==> src/rtl/core/utf8v_pkg.sv <==
// Shared types and constants for the UTF-8 identifier validator.
`default_nettype none

package utf8v_pkg;

    localparam int unsigned BYTE_W  = 8;
    localparam int unsigned COUNT_W = 8;
    localparam int unsigned ACC_W   = 21;

    localparam logic [BYTE_W-1:0] MAX_LENGTH_RESET = 8'd128;

    typedef enum logic [2:0] {
        V_OK     = 3'd0,
        V_LENGTH = 3'd1,
        V_NUL    = 3'd2,
        V_LEAD   = 3'd3,
        V_TRUNC  = 3'd4,
        V_CONT   = 3'd5,
        V_SCALAR = 3'd6
    } t_verdict;

    // Per-string decode state.
    typedef struct packed {
        logic [COUNT_W-1:0] bytes_seen;
        logic [1:0]         pend;
        logic [ACC_W-1:0]   acc;
        logic [1:0]         min_cls;
        t_verdict           first_err;
        logic               cont_err;
        logic               nul_seen;
        logic               len_ovf;
    } t_state;

    // Result word handed to the output register.
    typedef struct packed {
        t_verdict           verdict;
        logic [COUNT_W-1:0] byte_count;
    } t_result;

endpackage

`default_nettype wire

==> src/rtl/core/utf8v_step.sv <==
// Per-word decode: next string state and verdict for one input word.
`default_nettype none

module utf8v_step
    import utf8v_pkg::*;
(
    input  var t_state            i_state,
    input  wire [BYTE_W-1:0]      i_data_byte,
    input  wire                   i_last,
    input  wire                   i_end_only,
    input  wire [COUNT_W-1:0]     i_max_length,
    output t_state                o_next,
    output logic                  o_emit,
    output t_result               o_result
);

    localparam logic [BYTE_W-1:0] LEAD2_LO = 8'hC2;
    localparam logic [BYTE_W-1:0] LEAD2_HI = 8'hDF;
    localparam logic [BYTE_W-1:0] LEAD3_LO = 8'hE0;
    localparam logic [BYTE_W-1:0] LEAD3_HI = 8'hEF;
    localparam logic [BYTE_W-1:0] LEAD4_LO = 8'hF0;
    localparam logic [BYTE_W-1:0] LEAD4_HI = 8'hF4;
    localparam logic [ACC_W-1:0]  MIN_CLS1 = 21'h00080;
    localparam logic [ACC_W-1:0]  MIN_CLS2 = 21'h00800;
    localparam logic [ACC_W-1:0]  MIN_CLS3 = 21'h10000;
    localparam logic [ACC_W-1:0]  MAX_SCAL = 21'h10FFFF;
    localparam logic [ACC_W-1:0]  SURR_LO  = 21'h0D800;
    localparam logic [ACC_W-1:0]  SURR_HI  = 21'h0DFFF;

    t_state           tk;
    logic [ACC_W-1:0] cls_min;
    t_verdict         verdict;

    always_comb begin
        tk      = i_state;
        cls_min = MIN_CLS3;
        if (!i_end_only) begin
            if (tk.bytes_seen == '1) begin
                tk.len_ovf = 1'b1;
            end else begin
                tk.bytes_seen = tk.bytes_seen + COUNT_W'(1);
            end
            if (i_data_byte == '0) begin
                tk.nul_seen = 1'b1;
            end
            // Once an error is latched, bytes are only counted and checked for NUL.
            if (i_state.first_err == V_OK) begin
                if (i_state.pend == 2'd0) begin
                    if (!i_data_byte[7]) begin
                        tk.pend = 2'd0;
                    end else if (i_data_byte >= LEAD2_LO && i_data_byte <= LEAD2_HI) begin
                        tk.pend    = 2'd1;
                        tk.acc     = ACC_W'(i_data_byte[4:0]);
                        tk.min_cls = 2'd1;
                    end else if (i_data_byte >= LEAD3_LO && i_data_byte <= LEAD3_HI) begin
                        tk.pend    = 2'd2;
                        tk.acc     = ACC_W'(i_data_byte[3:0]);
                        tk.min_cls = 2'd2;
                    end else if (i_data_byte >= LEAD4_LO && i_data_byte <= LEAD4_HI) begin
                        tk.pend    = 2'd3;
                        tk.acc     = ACC_W'(i_data_byte[2:0]);
                        tk.min_cls = 2'd3;
                    end else begin
                        tk.first_err = V_LEAD;
                    end
                end else begin
                    if (i_data_byte[7:6] != 2'b10) begin
                        tk.cont_err = 1'b1;
                    end
                    tk.acc  = {i_state.acc[ACC_W-7:0], i_data_byte[5:0]};
                    tk.pend = i_state.pend - 2'd1;
                    if (tk.pend == 2'd0) begin
                        priority if (i_state.min_cls == 2'd1) begin
                            cls_min = MIN_CLS1;
                        end else if (i_state.min_cls == 2'd2) begin
                            cls_min = MIN_CLS2;
                        end else begin
                            cls_min = MIN_CLS3;
                        end
                        if (tk.cont_err) begin
                            tk.first_err = V_CONT;
                        end else if (tk.acc < cls_min || tk.acc > MAX_SCAL ||
                                     (tk.acc >= SURR_LO && tk.acc <= SURR_HI)) begin
                            tk.first_err = V_SCALAR;
                        end
                        tk.cont_err = 1'b0;
                        tk.acc      = '0;
                        tk.min_cls  = 2'd0;
                    end
                end
            end
        end
    end

    always_comb begin
        priority if (tk.bytes_seen == '0 || tk.len_ovf || tk.bytes_seen > i_max_length) begin
            verdict = V_LENGTH;
        end else if (tk.nul_seen) begin
            verdict = V_NUL;
        end else if (tk.first_err != V_OK) begin
            verdict = tk.first_err;
        end else if (tk.pend != 2'd0) begin
            verdict = V_TRUNC;
        end else begin
            verdict = V_OK;
        end
    end

    assign o_emit              = i_end_only | i_last;
    assign o_result.verdict    = verdict;
    assign o_result.byte_count = tk.bytes_seen;
    assign o_next              = o_emit ? t_state'('0) : tk;

endmodule

`default_nettype wire

==> src/rtl/core/utf8v_outreg.sv <==
// Result register with valid/ready toward the receiver.
`default_nettype none

module utf8v_outreg
    import utf8v_pkg::*;
(
    input  wire          i_clk,
    input  wire          i_rst_n,
    input  wire          i_load,
    input  var t_result  i_result,
    output logic         o_free,
    output logic         o_valid,
    input  wire          i_ready,
    output t_result      o_result
);

    logic    r_valid;
    logic    n_valid;
    t_result r_result;

    assign o_free  = !r_valid || i_ready;
    assign n_valid = i_load || (r_valid && !i_ready);

    always_ff @(posedge i_clk) begin
        if (!i_rst_n) begin
            r_valid <= 1'b0;
        end else begin
            r_valid <= n_valid;
        end
    end

    always_ff @(posedge i_clk) begin
        if (i_load) begin
            r_result <= i_result;
        end
    end

    assign o_valid  = r_valid;
    assign o_result = r_result;

endmodule

`default_nettype wire

==> src/rtl/core/utf8_identifier_validator_top.sv <==
// Top level of the UTF-8 identifier validator.
//
// Input channel: one word per handshake (i_in_valid / o_in_ready) carrying a
// byte, a last flag and an end_only flag. A string ends with a word that has
// last or end_only set; that word produces exactly one verdict word on the
// output channel (o_out_valid / i_out_ready) with the saturating byte count.
// Words without an end mark produce nothing.
// Throughput is one word per cycle unless the receiver stalls. An accepted
// word is held in the input register, decoded from there against the string
// state and, if it ends the string, loaded into the result register, which
// drives the verdict onto the output channel.
// If the receiver stalls, the result register holds the verdict; the input
// register still drains words that end nothing, and fills up behind a word
// that needs the result register, at which point o_in_ready drops.
// Reset clears the string state and both valid flags and sets max_length to
// 128. i_cfg_we writes max_length at once; write it only while idle.
`default_nettype none

module utf8_identifier_validator_top
    import utf8v_pkg::*;
(
    input  wire                 i_clk,
    input  wire                 i_rst_n,
    input  wire                 i_cfg_we,
    input  wire [COUNT_W-1:0]   i_cfg_data,
    input  wire                 i_in_valid,
    output logic                o_in_ready,
    input  wire [BYTE_W-1:0]    i_data_byte,
    input  wire                 i_last,
    input  wire                 i_end_only,
    output logic                o_out_valid,
    input  wire                 i_out_ready,
    output logic [2:0]          o_verdict,
    output logic [COUNT_W-1:0]  o_byte_count
);

    logic [COUNT_W-1:0] r_max_length;
    logic               r_in_valid;
    logic               n_in_valid;
    logic [BYTE_W-1:0]  r_in_byte;
    logic               r_in_last;
    logic               r_in_end;
    t_state             r_state;
    t_state             n_state;
    logic               emit;
    logic               out_free;
    logic               process;
    t_result            step_result;
    t_result            out_result;

    always_ff @(posedge i_clk) begin
        if (!i_rst_n) begin
            r_max_length <= MAX_LENGTH_RESET;
        end else if (i_cfg_we) begin
            r_max_length <= i_cfg_data;
        end
    end

    utf8v_step u_step (
        .i_state      (r_state),
        .i_data_byte  (r_in_byte),
        .i_last       (r_in_last),
        .i_end_only   (r_in_end),
        .i_max_length (r_max_length),
        .o_next       (n_state),
        .o_emit       (emit),
        .o_result     (step_result)
    );

    // A word that ends nothing never waits on the result register.
    assign process    = r_in_valid && (!emit || out_free);
    assign o_in_ready = !r_in_valid || process;
    assign n_in_valid = (i_in_valid && o_in_ready) || (r_in_valid && !process);

    always_ff @(posedge i_clk) begin
        if (!i_rst_n) begin
            r_in_valid <= 1'b0;
            r_state    <= '0;
        end else begin
            r_in_valid <= n_in_valid;
            if (process) begin
                r_state <= n_state;
            end
        end
    end

    always_ff @(posedge i_clk) begin
        if (i_in_valid && o_in_ready) begin
            r_in_byte <= i_data_byte;
            r_in_last <= i_last;
            r_in_end  <= i_end_only;
        end
    end

    utf8v_outreg u_outreg (
        .i_clk    (i_clk),
        .i_rst_n  (i_rst_n),
        .i_load   (process && emit),
        .i_result (step_result),
        .o_free   (out_free),
        .o_valid  (o_out_valid),
        .i_ready  (i_out_ready),
        .o_result (out_result)
    );

    assign o_verdict    = out_result.verdict;
    assign o_byte_count = out_result.byte_count;

    // An empty string can only ever be reported as a length failure.
    a_empty_is_length: assert property (@(posedge i_clk) disable iff (!i_rst_n)
        o_out_valid && o_byte_count == '0 |-> o_verdict == V_LENGTH)
        else $error("empty string with verdict other than bad length");

    // A sequence is open exactly when a class is recorded for it.
    a_pend_class: assert property (@(posedge i_clk) disable iff (!i_rst_n)
        (r_state.pend == 2'd0) == (r_state.min_cls == 2'd0))
        else $error("pending count and sequence class disagree");

    // A latched UTF-8 error holds until the string ends.
    a_err_sticky: assert property (@(posedge i_clk) disable iff (!i_rst_n)
        process && !emit && r_state.first_err != V_OK
        |=> r_state.first_err == $past(r_state.first_err))
        else $error("first error changed inside a string");

    // A held input word is never dropped.
    a_in_hold: assert property (@(posedge i_clk) disable iff (!i_rst_n)
        r_in_valid && !process |=> r_in_valid)
        else $error("input word lost while waiting");

endmodule

`default_nettype wire
==> config.mk <==
export PLATFORM = sky130hd
export DESIGN_NAME = utf8_identifier_validator_top
export DESIGN_NICKNAME = d
export VERILOG_FILES = /design/src/rtl/core/utf8v_pkg.sv /design/src/rtl/core/utf8v_step.sv /design/src/rtl/core/utf8v_outreg.sv /design/src/rtl/core/utf8_identifier_validator_top.sv
export SDC_FILE = /design/constraint.sdc
export NUM_CORES = 1
export LEC_CHECK = 0
export BUFFER_PORTS_ARGS = -buffer_cell sky130_fd_sc_hd__buf_4
export CAP_MARGIN = 20
export CORE_MARGIN = 2
export CORE_UTILIZATION = 55
export DETAILED_ROUTE_END_ITERATION = 12
export PLACE_DENSITY = 0.86
export SLEW_MARGIN = 20
export SYNTH_ARGS = -nofsm -noshare
export SYNTH_HDL_FRONTEND = slang
export SYNTH_SLANG_ARGS = --single-unit
==> constraint.sdc <==
create_clock -name i_clk -period 8.4 [get_ports i_clk]
set_clock_uncertainty 0.05 [all_clocks]
set_input_delay 1.26 -clock i_clk [delete_from_list [all_inputs] [get_ports i_clk]]
set_output_delay 1.26 -clock i_clk [all_outputs]
set_load 0.02 [all_outputs]
==> flow_summary.yaml <==
worst_setup_path:
  path_cells: "ha_1, and4_4, a41oi_4, nand4_1, xnor2_1, ha_1, nand3_1, a21oi_1, a211oi_1, a21oi_1, or4_1, nand2b_1"
  reg2reg_to: "u_outreg.o_result[8]$_SDFFCE_PP1P_"
  r2r_slack_ps: 4820
  crit_path_start_kind: "register"
  endpoint_kind: "register"
  startpoint: "r_state[31]$_SDFFE_PN0P_"
  r2r_cells: 12
  path_max_fanout: 11
  required_ps: 8440
  slowest_delay_ps: 470
  timing.rr.start: "r_state[31]$_SDFFE_PN0P_"
  endpoint: "u_outreg.o_result[8]$_SDFFCE_PP1P_"
  critPathKind: "reg -> reg"
  critPathSlowestCell: "or4_1"
  critPathArrivalTime_ps: 3620
detailed_routing:
  dr.pass1.iters: 6
  wire_per_inst_um: 14.7
  totalWireLength_mm: 6.57
  drt_iter0_drc: 205
  viasPerCell: 5.87
  drc: 0
  antenna_left: 0
  route.vias.total: 2620
cts:
  post_cts_resized: 0
  cts_buffer_depth: 2
  cts_buffers: 9
  root_buffer: "clkbuf_8"
  cts_tree: "built"
  hold_buffers: 0
  path_clk_slew_ps: 70
  postCtsSetupRepairBufs: 0
  cts_sinks: 64
  cts_max_level: 3
  insertion_delay_ps: 340
floorplanning:
  start_util_pct: 57.5
  fp.dieH_um: 80.1
  ios: 36
  rows: 27
  core-area_um2: 5540
  die_w_um: 80.1
  die-area_um2: 6420
global_routing:
  grtUsageTotal_pct: 22.1
  grt_pass1_vias: 2371
  antenna_found_initial: 0
  grt_pass1_wl_mm: 10.9
  grt_overflow: 0
  grt_max_degree: 35
finish:
  layout_common_cells: "dfxtp_1 (43), buf_4 (36), a21oi_1 (34)"
  final_common_cell: "dfxtp_1"
  fill_cells: 464
  syn2layout_area_growth_pct: 13.0
  antenna_cells: 0
  drive_gt1_share_pct: 15.8
  fin_nets: 405
placement:
  port_buffers: 35
  gp_congestion: 0.969
  dp_hpwl_mm: 4.69
synth:
  async_flop_share_pct: 0
  synth_cells: 343
  syn_nets: 379
  syn_area_per_cell_um2: 9.29
  synthFlopType: "dfxtp_1"
  synth_edf_count: 21
  yosysWarnings: 0
  ys_seq_area_share_pct: 46.8
  ys_ff_latch: 64
  synth_cell_types: 57
  synth_area_um2: 3190
power:
  power_density_nw_per_um2: 169
  vdd.ir_drop.worst_v: 0.000135
  p_total_mw: 0.608
  leakage_nw: 1.44
sta:
  max_clock_freq_ghz: 0.279
  tns_ps: 0
  finalSetupViolCount: 0
  final-hold-violation-count: 0
  fin_crit_ps: 3580
  grt_setup_unrepaired: "no"
  relSlewSlack_pct: 36.1
  slew_violations: 0
  tightestPinTransition_ps: 955
  timing.final.crit_share_pct: 42.6
outcome:
  status: "finished, final reports clean"
hold_path:
  worstHoldPathType: "reg -> reg"
run:
  drv_cap: 0
## sequential cells by signal, indices dropped and copies added (netlist names)
signal and count:
u_outreg.o_valid 1, r_in_last 1, r_max_length 8, r_in_end 1
r_in_valid 1, r_state 33, u_outreg.o_result 11, r_in_byte 8
## worst min-delay path by stage
stage                                          end                     start  depth (start not counted)
final                     r_state[21]$_SDFFE_PN0P_  r_state[21]$_SDFFE_PN0P_                          2
after CTS                 r_state[19]$_SDFFE_PN0P_  r_state[19]$_SDFFE_PN0P_                          2
after detailed placement   r_state[0]$_SDFFE_PN0P_   r_state[0]$_SDFFE_PN0P_                          2
after global routing      r_state[18]$_SDFFE_PN0P_  r_state[18]$_SDFFE_PN0P_                          2
after global placement     r_state[0]$_SDFFE_PN0P_   r_state[0]$_SDFFE_PN0P_                          2
after floorplan            r_state[0]$_SDFFE_PN0P_   r_state[0]$_SDFFE_PN0P_                          2
## report_power, final
part | internal [mW] | total [mW] | leakage, nW | switching [mW]
Combinational | 0.0217 | 0.0520 | 0.797 | 0.0303
Sequential | 0.328 | 0.335 | 0.556 | 0.00678
Clock | 0.111 | 0.221 | 0.0879 | 0.110
Total | 0.461 | 0.608 | 1.44 | 0.147
## metal layers
metal | wire length [um] | GRT usage [%] | vias up
met2 | 2890 | 32.1 | 96
met3 | 417 | 6.29 | 12
met5 | 0 | 0 | -
met4 | 142 | 9.83 | 0
li1 | - | - | 1306
met1 | 3120 | 30.7 | 1206
## worst max-delay path: cells and delay by family (launching register included)
family,cells,cell delay (ps)
compound gates,4,730
xor+xnor,1,320
fa+ha+maj,2,660
flops,1,400
simple gates,5,1170
## cells in the mapped netlist, types with 4 or more instances
library cell	count	area (um2)
ha_1	13	163
nor4_1	6	37.5
nor3_1	8	40.0
a21oi_1	34	170
a31oi_1	7	43.8
edfxtp_1	21	631
o211ai_1	5	37.5
a21o_1	4	30.0
a22oi_1	7	52.6
or4_1	4	30.0
inv_1	22	82.6
buf_2	5	25.0
o21ai_0	11	55.1
nor2_1	28	105
dfxtp_1	43	861
a32o_1	4	40.0
clkbuf_1	11	41.3
mux2i_1	7	70.1
nand2_1	25	93.8
nand4_1	8	50.1
nand3_1	16	80.1
## layout make-up
| cell class | count | area [um2] | share of cell area, % |
|---|---|---|---|
| timing repair buffer | 36 | 270 | 7.51 |
| multi-input combinational | 235 | 1500 | 41.6 |
| clock buffer | 11 | 141 | 3.93 |
| inverter | 23 | 86.3 | 2.40 |
| sequential | 64 | 1490 | 41.4 |
| tap | 72 | 90.1 | 2.50 |
| clock inverter | 5 | 22.5 | 0.626 |
## stage by stage
step / util [%] / worst slack [ps] / area (um2) / cells / hold WS [ps]
global route: 65.0 / 4660 / 3600 / 446 / 444
global placement: 62.0 / 4970 / 3440 / 430 / 391
CTS: 65.0 / 4870 / 3600 / 446 / 417
floorplan: - / 5220 / 3190 / 343 / 379
finish: 65.0 / 4820 / 3600 / 446 / 419
detailed placement: 62.0 / 4890 / 3440 / 430 / 406
## cells by family (layout without fill, tap and decap cells)
group	count (synthesis)	after routing	share of synthesized area, %
AOI/OAI and AO/OA	92	92	19.2
xor gates and xnor gates	4	4	1.10
adders and majority gates	13	13	5.10
buffers and inverters	44	75	6.20
DFF	64	64	46.8
muxes	8	8	2.55
and+or+nand+nor	118	118	19.0
No activity file was read; power rests on OpenSTA's default activity.
